**src/rtl/trd_tree_mem.sv**
```systemverilog
`default_nettype none

module trd_tree_mem (
    input  wire        aclk,
    input  wire        we,
    input  wire  [7:0] waddr,
    input  wire  [7:0] wdata,
    input  wire        re,
    input  wire  [7:0] raddr,
    output logic [7:0] rdata
);

    logic [7:0] mem [256];

    // Write tree bytes
    always_ff @(posedge aclk) begin
        if (we) begin
            mem[waddr] <= wdata;
        end
    end

    // Registered read, held when not enabled
    always_ff @(posedge aclk) begin
        if (re) begin
            rdata <= mem[raddr];
        end
    end

endmodule

`default_nettype wire

```
**config.mk**
```make
export PLATFORM = sky130hd
export DESIGN_NAME = trd_tree_mem
export DESIGN_NICKNAME = d
export VERILOG_FILES = /design/src/rtl/trd_tree_mem.sv
export SDC_FILE = /design/constraint.sdc
export NUM_CORES = 2
export LEC_CHECK = 0
export BUFFER_PORTS_ARGS = -buffer_cell sky130_fd_sc_hd__buf_2
export CORE_MARGIN = 1
export CORE_UTILIZATION = 26
export CTS_BUF_LIST = sky130_fd_sc_hd__clkbuf_8
export CTS_CLUSTER_DIAMETER = 50
export CTS_CLUSTER_SIZE = 24
export DETAILED_ROUTE_END_ITERATION = 7
export PLACE_DENSITY = 0.41
export SLEW_MARGIN = 10
export SYNTH_ARGS = -nofsm -noshare
export SYNTH_HDL_FRONTEND = slang
export SYNTH_SLANG_ARGS = --single-unit
export TNS_END_PERCENT = 20
```
**constraint.sdc**
```tcl
create_clock -name aclk -period 6.9 [get_ports aclk]
set_input_delay 1.035 -clock aclk [delete_from_list [all_inputs] [get_ports aclk]]
set_output_delay 1.035 -clock aclk [all_outputs]
set_load 0.02 [all_outputs]
```
# After elaboration in Yosys (flattened, before gate mapping)
# Memory sizes are Yosys's and may differ from the RTL's. A register that Yosys moved wholly into a read port is not among the register bits.
# Cells that the tools add are included.
[op_classes]
mux = 2
[op_table]
columns = ["cell", "count"]
rows = [
  ["1-bit two-way mux", 2],
]
[word_totals]
register_bits = 0
ram_bits = 2048
in_bits = 27
out_inout_bits = 8
word_cells = 3
memories = 1
[mem_list]
columns = ["memory", "words", "width", "read_ports", "rd_clocked_by_memory_dff", "wr", "line", "source"]
rows = [
  ["mem", 256, 8, 1, 1, 1, "13", "logic [7:0] mem [256];"],
]

# Longest topological paths before layout
[depth]
depth_word = 2
ltp_mapped = 11
ltp_nobuf = 6

# Least setup slack after synthesis
# OpenSTA, ideal clock, no wires.
[synth_timing]
path_kind = "in2reg"
start = "in raddr[0]"
end = "reg rdata[2], read port of mem, data pin"
setup_time_ns = 0.269
arrival_time_ns = 2.842
required_ns = 6.631
setup_slack_ns = 3.789
path_stages = 9
path_buffers = 4
path_cell_list = "buf_6 > buf_12 > buf_8 > buf_2 > mux4_2 > a22oi_1 > a21oi_1 > nor4_1 > nor4_2"
[synth_lines]
columns = ["item", "line", "source"]
rows = [
  ["from (decl)", "9", "input wire [7:0] raddr,"],
  ["to (decl)", "10", "output logic [7:0] rdata"],
]

==> impl_metrics.tcl <==
set metrics [dict create \
    swShare 0.249 \
    ant_nets 0 \
    cts_num_sinks 2056 \
    clock_latency_ps 1060 \
    drtIter0Drc 3282 \
    ys_warn_count 0 \
    cp-endpoint "rdata[3]" \
    critPathBufInv 3 \
    io_buffers 34 \
    p_seq_frac 0.557 \
    reg2reg_to "rdata[3]" \
    syn_inst 3733 \
    cp_data_arrival_time_ps 5350 \
    ios 35 \
    dr_wl_met3_mm 12.4 \
    die-height_um 555 \
    fmax_mhz 216 \
    critPathLaunchType "input pin" \
    ctsResizeCount 0 \
    m1WireLength_mm 103 \
    ys.flop_type "edfxtp_1" \
    htree_levels 4 \
    core_region_area_mm2 0.304 \
    power_frac_comb 0.052 \
    dieWidth_um 555 \
    syn_nets 3760 \
    reg2reg_slack_ps 3410 \
    antenna_found_initial 21 \
    power.share.clock 0.391 \
    p_int_mw 18.6 \
    rsz0062_at_grt "false" \
    hold_class "input pin to register" \
    area_delta_synth_final_pct 13.2 \
    crit_start "raddr[0]" \
    hold_violations 0 \
    synth_compound_area_frac 0.0342 \
    rows 202 \
    initial_utilization 0.262 \
    critical_path_cell_count 9 \
    viasPerCell 4.69 \
    routabilityCongestion 0.767 \
    cpMaxStageDelayCell "nor3_1" \
    crit_family "buffers and inverters" \
    synth_top_family_by_area "multiplexers" \
    synthAdderAreaFrac 0 \
    post-route-period-util 0.672 \
    muxShareOfSynthArea 0.146 \
    worstPathRequired_ps 7610 \
    grt_pass1_vias 39600 \
    grt_max_degree 187 \
    synth_enable_flop_cells 2056 \
    vias 38300 \
    p_leak_nw 26.8 \
    cts_tree "yes" \
    setup_viol 0 \
    path_max_fanout 56 \
    fin_hold_ws_ps 464 \
    status "completed" \
    vdd_drop_max_mv 0.160 \
    maxUsedRoutingLayer "met5" \
    cts_buffer_depth 4 \
    p_sw_mw 6.15 \
    reg2reg_from "mem[195][3]" \
    fillers 29700 \
    fin_nets 3903 \
    wirelength_mm 230 \
    ys_ff_latch 2056 \
    post-dp-hpwl_mm 139 \
    yosys.cell_types.count 54 \
    period_needed_ps 4630 \
    synth.avg_cell_area_um2 21.3 \
    cts_hold_buf 0 \
    cts-root-buf "clkbuf_8" \
    tns_ps 0 \
    worstSetupPathType "input pin to register" \
    grt.total_usage 0.147 \
    clkTransAtPathRegs_ps 100 \
    synth-simple-area-share 0.0263 \
    critPathMaxStageDelay_ps 820 \
    multiInputGateArea_mm2 0.0165 \
    drc 0 \
    worstMarginPinSlew_ps 1260 \
    slew_headroom 0.159 \
    finalMaxSlewViolations 0 \
    async_reset_ff_frac 0 \
    crit_path_cell_trace "buf_8 > buf_12 > buf_4 > mux4_2 > a22o_1 > a221oi_1 > o32ai_1 > nor3_1 > nor4_1" \
    wl_met2_mm 107 \
    grt_overflow_total 0 \
    cts_setup_buffers 0 \
    drive_gt1_frac 0.254 \
    setup.worst_path.end_class "register" \
    synth_sequential_area_ratio 0.775 \
    seq_area_mm2 0.0617 \
    dieArea_mm2 0.309 \
    syn_area_mm2 0.0796 \
    finalClockSkew_ps 113 \
    max-cap-violations 0 \
    synth_xor_area_frac 0 \
    numCtsBuffers 244 \
    ff2ff_path_depth 6 \
    wl_per_cell_um 28.1 \
    grt_pass1_wl_mm 320 \
    power.density_mw_per_mm2 274 \
    drtPass1Iterations 6 \
]
==> cells by family (layout without fill, tap and decap cells) <==
group / Yosys count / in the layout
mux: 591 / 591
simple gates: 466 / 466
flops: 2056 / 2056
other cells: 0 / 6
compound gates: 385 / 385
buf+inv: 235 / 583
==> cell type report <==
cell class / instances / area share
Inverter: 2 / 0.0000833
Antenna cell: 6 / 0.000167
Clock inverter: 204 / 0.0235
Clock buffer: 247 / 0.0377
Multi-Input combinational cell: 1442 / 0.183
Timing Repair Buffer: 130 / 0.0134
Tap cell: 4080 / 0.0566
Sequential cell: 2056 / 0.685
==> worst register-to-register path, delay by kind of cell (launching register included) <==
family | cells | cell delay [ps]
compound gates | 3 | 1300
flops | 1 | 370
mux | 1 | 520
simple gates | 2 | 960
==> metrics by stage <==
step                       util  total power [mW]  area, um^2  setup slack (ps)  cells
after floorplan               -              14.7       79600              3790   3733
after global placement    0.278              15.4       84600              1030   7710
after detailed placement  0.278              15.4       84600              1050   7710
after CTS                 0.297              25.0       90100              2180   8161
after global routing      0.297              25.5       90100              2080   8163
final                     0.297              24.7       90100              2270   8167
==> power groups by stage <==
stage | Clock [mW] | Combinational [mW] | Sequential, mW
2_1_floorplan | 0 | 0.669 | 14.1
3_3_place_gp | 0 | 1.31 | 14.1
3_5_place_dp | 0 | 1.31 | 14.1
4_1_cts | 9.94 | 1.31 | 13.8
5_1_grt | 10.4 | 1.36 | 13.8
6_report | 9.66 | 1.28 | 13.8
==> cells in the final DEF (no fill, tap or decap), drive strengths merged, types with 18 or more instances in the layout <==
cell type,Yosys,routed
nand3,34,34
nor2b,31,31
clkinv,1,81
mux4,456,456
o22ai,28,28
edfxtp,2056,2056
mux2i,134,134
nand2,33,33
o221ai,47,47
clkinvlp,0,18
buf,122,130
clkbuf,111,247
nor3,22,22
nor4,27,27
inv,1,87
bufinv,0,20
nor2,282,282
a22oi,133,133
a21oi,96,96
==> flip-flops by register name, summed over array words and instances (netlist names) <==
signal  flops
mem      2048
rdata       8
==> cell usage after synthesis, drive strengths merged (2+ instances only) <==
master   instances  area (um^2)
nor3            22          110
clkbuf         111          417
and3b            2         17.5
a211oi          16          120
nand3           34          170
o22a             5         43.8
or2              4         25.0
a221oi          14          129
nand2b           8         50.1
o32ai            5         51.3
a22oi          133          998
edfxtp        2056        61700
nand2           33          124
a21oi           96          480
nand3b           2         15.0
a22o             8         70.1
mux2i          134         1340
nor4            27          188
o211ai          10         75.1
a31oi            2         12.5
nand4           10         62.6
a2111oi          5         52.6
nor2           282         1060
o22ai           28          175
mux4           456        10300
o221ai          47          418
and2             6         37.5
o21ai           12         60.1
a311oi           2         17.5
buf            122         1030
nor2b           31          194
==> worst min-delay path by stage <==
stage / startpoint / slack [ps] / end / depth (start not counted)
6_report: wdata[3] / 460 / mem[36][3] / 1
5_1_grt: wdata[3] / 390 / mem[2][3] / 1
3_5_place_dp: mem[33][5] / 1090 / rdata[5] / 6
4_1_cts: wdata[3] / 360 / mem[2][3] / 1
2_1_floorplan: mem[40][3] / 860 / rdata[3] / 6
3_3_place_gp: mem[33][5] / 1080 / rdata[5] / 6
==> routing by layer <==
layer  vias up  global-route usage
li1      16000                   -
met4         4              0.0459
met5         -             0.00234
met3       361              0.0266
met1     20900               0.204
met2      1064               0.232
Power figures use the tool's default switching activity.
