### config.mk
export PLATFORM = sky130hd
export DESIGN_NAME = trd_line_store
export DESIGN_NICKNAME = d
export VERILOG_FILES = /design/src/rtl/trd_pkg.sv /design/src/rtl/trd_line_store.sv
export SDC_FILE = /design/constraint.sdc
export NUM_CORES = 2
export LEC_CHECK = 0
export BUFFER_PORTS_ARGS = -buffer_cell sky130_fd_sc_hd__buf_2
export CAP_MARGIN = 20
export CORE_AREA = 2 2 333 500
export CTS_CLUSTER_DIAMETER = 100
export DETAILED_ROUTE_END_ITERATION = 8
export DIE_AREA = 0 0 335 502
export PLACE_DENSITY = 0.75
export REMOVE_ABC_BUFFERS = 1
export SLEW_MARGIN = 20
export SYNTH_ARGS = -nofsm -noshare
export SYNTH_HDL_FRONTEND = slang
export SYNTH_SLANG_ARGS = --single-unit
### constraint.sdc
create_clock -name aclk -period 2.1 [get_ports aclk]
set_input_delay 0.105 -clock aclk [delete_from_list [all_inputs] [get_ports aclk]]
set_output_delay 0.105 -clock aclk [all_outputs]
set_load 0.01 [all_outputs]
### src/rtl/trd_pkg.sv
`default_nettype none

package trd_pkg;

    // Sizes and limits
    localparam int MAX_WIDTH_DEF = 512;
    localparam int MAX_HEIGHT    = 512;
    localparam int GROUP_PIXELS  = 16;
    localparam int WIDTH_W       = 10;
    localparam int POS_W         = 2 * WIDTH_W;
    localparam int NODE_W        = 7;
    localparam int GROUP_BITS_W  = 64;
    localparam int GROUP_SIZE_W  = 5;
    localparam int FIRST_W       = 18;
    localparam int OUT_DATA_W    = 88;

    // Tree byte coding
    localparam logic [6:0] RUN_BASE = 7'h10;

    // Input item kinds
    typedef enum logic [1:0] {
        ACT_TREE  = 2'd0,
        ACT_DATA  = 2'd1,
        ACT_START = 2'd2
    } action_t;

    // Register indexes
    localparam logic [1:0] CFG_ROOT   = 2'd0;
    localparam logic [1:0] CFG_WIDTH  = 2'd1;
    localparam logic [1:0] CFG_HEIGHT = 2'd2;

    // Sequencer states
    typedef enum logic [2:0] {
        ST_CLEAR,
        ST_IDLE,
        ST_BIT_RD,
        ST_BIT_EV,
        ST_PIX_RD,
        ST_PIX_WR,
        ST_END
    } state_t;

    // One finished pixel group
    typedef struct packed {
        logic [GROUP_BITS_W-1:0] bits;
        logic [GROUP_SIZE_W-1:0] size;
        logic [FIRST_W-1:0]      first;
        logic                    done;
        logic                    err;
    } group_t;

    // Status of the output stage
    typedef struct packed {
        logic can_push;
        logic out_free;
        logic hold_valid;
    } out_stat_t;

endpackage

`default_nettype wire

### src/rtl/trd_line_store.sv
`default_nettype none

module trd_line_store #(
    parameter int DEPTH = trd_pkg::MAX_WIDTH_DEF,
    parameter int AW    = $clog2(DEPTH)
) (
    input  wire           aclk,
    input  wire           we,
    input  wire  [AW-1:0] waddr,
    input  wire  [3:0]    wdata,
    input  wire           re,
    input  wire  [AW-1:0] raddr,
    output logic [3:0]    rdata
);

    logic [3:0] mem [DEPTH];

    // Write output pixels of the current row
    always_ff @(posedge aclk) begin
        if (we) begin
            mem[waddr] <= wdata;
        end
    end

    // Registered read of the pixel one row above
    always_ff @(posedge aclk) begin
        if (re) begin
            rdata <= mem[raddr];
        end
    end

endmodule

`default_nettype wire

# Yosys cells after proc, flatten, opt, wreduce, memory -nomap -nowiden
# Memories as Yosys holds them, arrays and structs flattened. A register that Yosys moved wholly into a read port is not among the register bits.
# Index checks and enable logic that the tools add are counted.
[word_totals] out_inout_bits=4 regBits=0 n_memories=1 ram_bits=2048 wordCells=3
[mem_list] memory="mem" depth=512 word_bits=4 read_ports=1 rd_ports_with_merged_regs=1 wr=1 line="trd_line_store.sv:16" source="logic [3:0] mem [DEPTH];"
[op_classes] n_mux=2
[ops] op="2-to-1 mux 1 bit" n=2

# Longest topological paths before layout
[logic_depth] depth_word=2 ltp_mapped=12 ltp_nobuf=7

# Least setup slack after synthesis
# Ideal clock, no wire load.
[synth_timing] path_kind="in2reg" from="in raddr[0]" to="reg rdata[0] (read register of mem) (data pin)" t_arrival_ns=1.954 slack_ns=-0.109 path_buffers=4 stages=10 path_cell_list="buf_6 buf_12 buf_6 buf_2 mux4_2 mux2i_1 a22oi_1 a2bb2oi_1 nor3_1 and4_1"
[synth_rtl] element="start, declared" line="trd_line_store.sv:12" source="input wire [AW-1:0] raddr,"
[synth_rtl] element="end, declared" line="trd_line_store.sv:13" source="output logic [3:0] rdata"

==> results by group <==
Status
  • Outcome: finished, violations left
  • Failing checks: setup timing

Placement
  • Post-DP HPWL: 133 mm
  • Buffers on Ports: 28
  • GP Congestion: 0.922
  • Area post-placement: 87900 µm²

Pwr
  • Peak supply drop: 870 µV
  • Seq pwr share: 0.552
  • Static Leakage: 30.2 nW
  • P per Cell Area: 871 nW/µm²
  • P_int: 0.0644 W
  • Sw frac: 0.212
  • Clock share of power: 0.389
  • Combinational share of power: 0.059
  • Switch Pwr: 0.0174 W
  • Power Total: 0.0818 W

Final layout
  • Finished Core Util: 0.574
  • Layout cells sized above 1: 0.237
  • Nets@finish: 4830
  • Commonest cells after routing, fill and taps aside: 2052 x edfxtp_1, 559 x nor2_1, 398 x mux2i_1
  • Leading cell type in the layout, fill and taps excluded: edfxtp_1
  • Area growth syn-to-layout: 15.0%
  • Final instance area: 93900 µm²

STA
  • Clock skew: 0.0266 ns
  • Max-slew violations: 0
  • Setup slack after layout: -0.240 ns
  • Worst-Margin Slew: 0.664 ns
  • Final setup violation count: 4
  • Fmax: 427 MHz
  • Minimum clock period: 2.34 ns
  • Final number of hold-violating endpoints: 0
  • Rel. slew slack: 0.553
  • RSZ-0062 raised after global routing: yes
  • Crit share post-route: 1.11

Routing
  • DR pass1 iterations: 6
  • Post-Route WL: 208 mm
  • DRC Markers: 0
  • Initial drt markers: 4720
  • Vias: 44513
  • Routed Antenna Nets: 0
  • Avg WL per Cell: 29.4 µm
  • Via density: 6.29

Floorplan
  • I/O Pins: 29
  • Initial Util: 0.499
  • Row cnt: 182
  • Die Width: 335 µm
  • Chip height: 502 µm
  • Die footprint: 168000 µm²
  • Core area: 164000 µm²

CTS
  • Clk root buf: clkbuf_16
  • Clock transition at path regs: 0.07 ns
  • CTS Buf Count: 172
  • Clock Latency Late Sink: 0.81 ns
  • Clock sink total: 2052
  • # H-tree levels: 4
  • Clk buf depth: 3
  • CTS tree: yes

Setup path
  • Crit path capture type: flop
  • Buf/Inv on CP: 1
  • Data arrival time of the worst path: 2.90 ns
  • Stages on worst setup path: 7
  • CP Max Fanout: 1
  • Slowest cell on crit path: mux4_2
  • CP Class: reg -> reg
  • CP Data Required Time: 2.66 ns
  • CP top delay family: simple AND/OR/NAND/NOR gates
  • Reg2reg path depth: 7
  • Worst setup path end: rdata[0]
  • Slowest stage delay, CP: 0.53 ns
  • Crit path launch: mem[250][0]
  • CP cell instances: mux4_2, o22ai_4, a222oi_1, nand3_2, nand4_1, buf_4, and4_1
  • Critical Path Source Type: flop
  • R2r setup slk: -0.24 ns
  • R2r endpoint: rdata[0]
  • FF-to-FF Start: mem[250][0]

Logic synthesis
  • Post-synth EDFFs: 2052
  • Synth top area share: 0.755
  • Synth Cell Area: 81600 µm²
  • Seq cells post-synth: 2052
  • Main synth FF type: edfxtp_1
  • Synth area leaders: edfxtp_1 75%, mux4_2 8.9%, mux2i_1 4.9%, nor2_1 2.6%, o221ai_1 1.8%
  • Total number of yosys warnings: 0
  • Gate Count Post-Synth: 4403
  • Netlist cell types: 56
  • Sequential cell area fraction in the yosys report: 0.755
  • Ys async rst share: 0
  • Syn avg cell area: 18.5 µm²
  • Area leader, netlist: edfxtp_1

Min path
  • Hold WC Path Type: in -> reg

Run
  • Maxcap violations: 0

Global route
  • Largest net degree at the start of global routing: 127
  • Met2 GRT Util: 0.447
  • Met1 track demand over resource: 0.269
  • Most crowded layer after global routing: met2
  • Met3 GRT Util: 0.0380
  • GR Overflow Total: 0
  • Initial antenna violation count: 11
  • First-pass GRT wire length: 303 mm
  • Overall Global Routing Usage: 0.248
  • Vias in the first global route: 46367
power by group through the flow:
stage	combinational (W)	clock (W)	sequential, W
floorplan	0.00164	0	0.0460
global placement	0.00461	0	0.0460
finish	0.00486	0.0318	0.0451
detailed placement	0.00471	0	0.0460
CTS	0.00479	0.0320	0.0451
global route	0.00504	0.0335	0.0451
synth_stat cells, drive strengths merged (4+ instances only):
cell and instances:
buf 154, and4 4, a31oi 13, nand3 37, o31ai 4, o2111ai 4
a21oi 87, nor3 58, nor2 559, mux4 327, and3 7, nand4 10
a2111oi 4, a22oi 18, clkbuf 143, a222oi 9, or4 4, o2bb2ai 8
edfxtp 2052, nand2b 8, mux2i 400, nand2 109, nor3b 8, o21bai 4
a211oi 9, o21ai 45, o22ai 81, nor2b 9, and2 5, o221ai 169
nor4 25
stage by stage:
step                worst slack (ns)  instances  setup TNS [ns]  hold slack [ns]
floorplan                      -2.90       4106          -11.28            0.204
CTS                           -0.163       7065          -0.586           0.0753
detailed placement             -1.08       6739           -3.56            0.440
global route                  -0.246       7069          -0.829            0.115
finish                        -0.240       7072          -0.718            0.115
global placement               -1.12       6739           -3.50            0.444
area by class of cell:
| cell class | instances | area, µm² |
|---|---|---|
| antenna | 7 | 17.5 |
| tap | 2116 | 2650 |
| sequential | 2052 | 61600 |
| fill | 11562 | 69600 |
| clock inverter | 111 | 1040 |
| clock buffer | 207 | 4520 |
| inverter | 2 | 11.3 |
| multi-input combinational | 2052 | 18800 |
| timing repair buffer | 525 | 5250 |
flip-flops by register name (all words and copies together) (netlist names):
| name | cells |
|---|---|
| mem | 2048 |
| rdata | 4 |
kinds of logic after synthesis:
kind of cell           after synthesis  share of synthesized area
buffers and inverters              299                     0.0202
and+or+nand+nor                    853                     0.0440
muxes                              730                      0.140
DFF                               2052                      0.755
AOI/OAI and AO/OA                  469                     0.0411
routing by layer:
layer	vias to the layer above	wire length, µm
li1	18728	-
met5	-	48
met2	2344	111000
met4	8	15400
met3	714	15200
met1	22719	66800
worst min path at each step:
| stage | start | end | slack (ns) | depth (start not counted) |
|---|---|---|---|---|
| 3_5_place_dp | re | rdata[2] | 0.44 | 1 |
| 2_1_floorplan | wdata[0] | mem[0][0] | 0.20 | 0 |
| 6_report | waddr[2] | mem[203][3] | 0.11 | 5 |
| 5_1_grt | waddr[2] | mem[203][3] | 0.11 | 5 |
| 3_3_place_gp | re | rdata[2] | 0.44 | 1 |
| 4_1_cts | waddr[4] | mem[238][0] | 0.08 | 5 |
what timing repair did:
action | in CTS | in global routing
hold endpoints to repair | 898 | 0
hold buffers | 8 | 0
buffers inserted | 1 | 0
resized for setup | 42 | 27
setup endpoints to repair | 4 | 4
pin swaps | 20 | 11
worst register-to-register path, cell delays in order (launching register included):
cell and delay (ns):
edfxtp_1 0.41, mux4_2 0.53, o22ai_4 0.25, a222oi_1 0.14, nand3_2 0.19, nand4_1 0.19
buf_4 0.21, and4_1 0.20
Note: power is estimated with default switching activity, not from simulation.
