File: src/rtl/trd_pkg.sv
`default_nettype none

package trd_pkg;

    // Sizes and limits
    localparam int MAX_WIDTH_DEF = 512;
    localparam int MAX_HEIGHT    = 512;
    localparam int GROUP_PIXELS  = 16;
    localparam int WIDTH_W       = 10;
    localparam int POS_W         = 2 * WIDTH_W;
    localparam int NODE_W        = 7;
    localparam int GROUP_BITS_W  = 64;
    localparam int GROUP_SIZE_W  = 5;
    localparam int FIRST_W       = 18;
    localparam int OUT_DATA_W    = 88;

    // Tree byte coding
    localparam logic [6:0] RUN_BASE = 7'h10;

    // Input item kinds
    typedef enum logic [1:0] {
        ACT_TREE  = 2'd0,
        ACT_DATA  = 2'd1,
        ACT_START = 2'd2
    } action_t;

    // Register indexes
    localparam logic [1:0] CFG_ROOT   = 2'd0;
    localparam logic [1:0] CFG_WIDTH  = 2'd1;
    localparam logic [1:0] CFG_HEIGHT = 2'd2;

    // Sequencer states
    typedef enum logic [2:0] {
        ST_CLEAR,
        ST_IDLE,
        ST_BIT_RD,
        ST_BIT_EV,
        ST_PIX_RD,
        ST_PIX_WR,
        ST_END
    } state_t;

    // One finished pixel group
    typedef struct packed {
        logic [GROUP_BITS_W-1:0] bits;
        logic [GROUP_SIZE_W-1:0] size;
        logic [FIRST_W-1:0]      first;
        logic                    done;
        logic                    err;
    } group_t;

    // Status of the output stage
    typedef struct packed {
        logic can_push;
        logic out_free;
        logic hold_valid;
    } out_stat_t;

endpackage

`default_nettype wire

File: src/rtl/trd_group_out.sv
`default_nettype none

module trd_group_out (
    input  wire                              aclk,
    input  wire                              aresetn,
    input  wire                              push,
    input  trd_pkg::group_t                  push_grp,
    input  wire                              close,
    output trd_pkg::out_stat_t               stat,
    output logic                             m_tvalid,
    input  wire                              m_tready,
    // pixel_group[63:0], group_size[68:64], first_pixel[86:69], zero pad
    output logic [trd_pkg::OUT_DATA_W-1:0]   m_tdata,
    // picture_done[0], zero_run_error[1]
    output logic [1:0]                       m_tuser,
    output logic                             m_tlast
);

    import trd_pkg::*;

    group_t hold_reg;
    logic   hold_valid_reg, hold_valid_next;
    group_t out_reg;
    logic   out_last_reg;
    logic   m_tvalid_reg, m_tvalid_next;
    logic   out_free;
    logic   load_out;

    // A group waits in the hold stage until it is known whether another follows
    assign out_free = !m_tvalid_reg || m_tready;
    assign load_out = hold_valid_reg && ((push && out_free) || (close && out_free));

    assign stat.can_push   = !hold_valid_reg || out_free;
    assign stat.out_free   = out_free;
    assign stat.hold_valid = hold_valid_reg;

    always_comb begin
        hold_valid_next = hold_valid_reg;
        if (push) begin
            hold_valid_next = 1'b1;
        end else if (load_out) begin
            hold_valid_next = 1'b0;
        end
        m_tvalid_next = (m_tvalid_reg && !m_tready) || load_out;
    end

    // Control flags
    always_ff @(posedge aclk) begin
        if (!aresetn) begin
            hold_valid_reg <= 1'b0;
            m_tvalid_reg   <= 1'b0;
        end else begin
            hold_valid_reg <= hold_valid_next;
            m_tvalid_reg   <= m_tvalid_next;
        end
    end

    // Payload: move hold to output, capture a pushed group
    always_ff @(posedge aclk) begin
        if (load_out) begin
            out_reg      <= hold_reg;
            out_last_reg <= !push;
        end
        if (push) begin
            hold_reg <= push_grp;
        end
    end

    assign m_tvalid = m_tvalid_reg;
    assign m_tdata  = {1'b0, out_reg.first, out_reg.size, out_reg.bits};
    assign m_tuser  = {out_reg.err, out_reg.done};
    assign m_tlast  = out_last_reg;

endmodule

`default_nettype wire

File: config.mk
export PLATFORM = sky130hd
export DESIGN_NAME = trd_group_out
export DESIGN_NICKNAME = d
export VERILOG_FILES = /design/src/rtl/trd_pkg.sv /design/src/rtl/trd_group_out.sv
export SDC_FILE = /design/constraint.sdc
export NUM_CORES = 1
export LEC_CHECK = 0
export ABC_AREA = 1
export BUFFER_PORTS_ARGS = -buffer_cell sky130_fd_sc_hd__buf_2
export CORE_UTILIZATION = 44
export DETAILED_ROUTE_END_ITERATION = 10
export PLACE_DENSITY = 0.84
export SLEW_MARGIN = 0
export SYNTH_ARGS = -nofsm -noshare
export SYNTH_HDL_FRONTEND = slang
export SYNTH_SLANG_ARGS = --single-unit
File: constraint.sdc
create_clock -name aclk -period 6 [get_ports aclk]
set_input_delay 1.2 -clock aclk [delete_from_list [all_inputs] [get_ports aclk]]
set_output_delay 1.2 -clock aclk [all_outputs]
set_load 0.05 [all_outputs]
# == Yosys cells after proc, flatten, opt, wreduce, memory -nomap -nowiden ==
# Cells that the tools add are included.
# op_classes
mux,2
n_reduce_logical,13
# ops
op,n
$logic_and A1 B1 Y1,4
$logic_not A1 Y1,4
$logic_or A1 B1 Y1,4
$mux W1,2
$reduce_bool A2 Y1,1
# word_totals
reg_bits,181
output_inout_bits,95
elab_cells,28

# == Depth between registers and ports, before layout ==
# logic_depth
ltp_word,7
ltp_mapped,5
ltp_nobuf,5

# == Worst setup path before layout ==
# Ideal clock, no wire load.
# synth_timing
kind,input-to-reg
start,in m_tready
end,"reg out_reg, in the netlist m_tdata[0], enable pin"
setup_time_ps,540
arrival_ps,5148
t_required_ps,5460
path_slack_ps,312
path_stages,4
cell_sequence,inv_1 -> nand2_2 -> nand2_2 -> nor2_1
# synth_via
elab_chain_cells,4
elab_cells_between_ends,5
classes_between,reduce/logical: 5
# synth_lines
element,line,text
from (decl),trd_group_out.sv:11,"input wire m_tready,"
$logic_or A1 B1 Y1 *,trd_group_out.sv:30,assign out_free = !m_tvalid_reg || m_tready;
net out_free,trd_group_out.sv:26,logic out_free;
$logic_and A1 B1 Y1,trd_group_out.sv:31,assign load_out = hold_valid_reg && ((push && out_free) || (close && out_free));
$logic_or A1 B1 Y1 *,trd_group_out.sv:31,
$logic_and A1 B1 Y1 *,trd_group_out.sv:31,
net load_out,trd_group_out.sv:27,logic load_out;
to (signal assigned),trd_group_out.sv:61,out_reg <= hold_reg;
to (decl),trd_group_out.sv:23,group_t out_reg;
# Mark *: on every way through the listed nets, which the timed path passes. The rest lies on a longest branch.
# A chain may end at the register's enable or synchronous reset.

==> metrics.txt <==
largest net degree at the start of global routing=74; total CTS buffers=17; # setup viols final=0; Syn-to-layout area delta=32.6%; Synth Area in Compound Gates=0.250%; io pins=~190; Ys Warns=0; Starting Density=45.5%; max_slew headroom=39.4%; crit path time final=2.95 ns; Hold EP=m_tdata[55]; required time of the critical path=4.80 ns; Die H=114 µm; max frequency=340 MHz; DRT iter0 DRCs=158; IO buf count=187; max-slew violation count=0; Register Area=0.00542 mm²; antenna violations before repair=0; Clock Pin Slew Worst Setup and Hold Paths=0.06 ns; grt ovf=0; worst hold slack=0.417 ns; Hold Path Origin=hold_reg[80]; Die Width=114 µm; Adder-Cell Fraction of Synth Area=0%; area of the multi-input gates=61.3 µm²; syn_nets=294; Hold Violations, Final=0; worst reg2reg endpoint=m_tdata[20]; CP Class=in2out; Filler cells=just under 900; post-synthesis xor/xnor area fraction=0%; detailed-route DRC error count=0; Hold Path Class=reg2reg; hpwl dp=6.01 mm; CP dominant cell by count=buf_2; Mapped Cells=200; dominant cells by area after synthesis=edfxtp_1, dfxtp_1, nand2_2, buf_4, inv_1; first-pass GRT wire length=12.9 mm; top cell type's share of synthesized area=a little under 100%; Post-CTS Hold Buffers=0; DR WL/cell=approximately 15 µm; clock skew=between 0.004 and 0.005 ns; Placed Instances=554; gp weighted congestion=a little under 0.7; gr usage total=14.0%; largest family of logic cells by synthesized area=buffers and inverters; # resized after CTS=0; simple-gate share of the synthesized area=0.658%; mean area per synthesized cell=27.6 µm²; crit-path cells=buf_2 > inv_1 > nand2_2 > inv_2 > nand2_1 > buf_2; status=complete, no violations; Final Non-Filler Cells=~590; Synth area leader=edfxtp_1; worst path arrival time=1.75 ns; most frequent cells in the layout=buf_2, edfxtp_1, clkbuf_16; most common cell after layout, fill and taps aside=buf_2; vias per cell=4.38; slowest cell delay on critical path=0.25 ns; RR Startpoint=hold_valid_reg; crit share post-route=about half; cell count of the worst reg-to-reg path=3; unrepaired setup endpoints after global routing=no; Via Count=around 2.6k; total number of placement rows=40; nets=499; post-synthesis register bit count=181; later-pin clock latency in the skew report=0.42 ns; critical path's top delay family=buffers and inverters; Sink Count=181; R2R Setup Slk=4.03 ns; vias in the first global route=2586; Max IR drop VDD=between 0.0002 and 0.0003 V; Setup Buffers After CTS=0; Slew @ Worst Pin=0.909 ns; Setup crit start kind=input port; Ant. Diodes=0; total negative slack=0 ns; Max Cap Viol=0; post-synth cell types=11; Largest register FFs=89; Clock Tree Root=clkbuf_16; Leakage Power=0.00283 µW; CTS tree=yes; Critical-path top delay cell=buf_2; critical path buffer and inverter count=4; mux share of post-synthesis cell area=0%; Worst setup EP type=output pin; DR pass1 iterations=4; H-tree depth=4; total wire length=8.63 mm; core area=0.0121 mm²; Die ar.=0.0130 mm²; maximum root-to-sink buffer count=2; Worst Path Max Fanout=3; share of cells above drive strength 1=between 50% and 60%; Pwr Density=392 mW/mm²; Final Util=60.4%; hold path cells=0; Seq/Total Area, Yosys=98.2%; antenna-violating nets left=0; Syn Std Cell Area=~0.0055 mm²
[per-stage QoR]
stage	total power, µW	area (µm²)	worst slack [ns]
final	2870	7310	3.05
after global routing	2960	7310	3.03
after CTS	2900	7310	3.06
after detailed placement	1740	6680	2.84
after global placement	1730	6680	2.98
after floorplan	1660	5510	0.312
[area by class of cell]
cell class,count,share of cell area (%)
sequential,181,74.1
timing repair buffer,189,13.2
clock buffer,17,5.82
tap,168,2.88
clock inverter,14,2.86
multi-input combinational,10,0.839
inverter,6,0.308
[worst register-to-register path, stage by stage (launching register included)]
cell	delay, ns
dfxtp_1	0.42
inv_1	0.10
nor2_4	0.67
buf_12	0.37
[where the power goes]
| group | leakage [µW] | switching (µW) | internal [µW] |
|---|---|---|---|
| registers | 0.00172 | 19.9 | 1490 |
| clock network | 0.000303 | 427 | 734 |
| logic | 0.000801 | 155 | 44.0 |
[routing by layer]
metal | up-vias | wire [µm] | GRT usage [%]
li1 | 1196 | - | -
met1 | 1208 | 3380 | 16.1
met2 | 139 | 4360 | 22.7
met3 | 19 | 661 | 5.10
met4 | 0 | 236 | 8.31
met5 | - | 0 | 0
[Yosys cell counts, drive strengths merged]
cell type	count
nand2	5
inv	6
nor2	2
edfxtp	179
dfxtp	2
conb	1
a21oi	2
buf	3
[worst max path at each step]
| stage | from | cells past startpoint | slack, ns | to |
|---|---|---|---|---|
| 2_1_floorplan | m_tready | 4 | 0.31 | m_tdata[0] |
| 3_3_place_gp | push | 6 | 2.98 | m_tdata[13] |
| 3_5_place_dp | push | 6 | 2.84 | m_tdata[14] |
| 4_1_cts | m_tready | 6 | 3.06 | stat[2] |
| 5_1_grt | m_tready | 6 | 3.03 | stat[2] |
| 6_report | m_tready | 6 | 3.05 | stat[2] |
[cells by family after synthesis]
family / after synthesis
other: 1
and+or+nand+nor: 7
DFF: 181
buffers and inverters: 9
AOI/OAI and AO/OA: 2
Note: power is estimated with default switching activity, not from simulation.
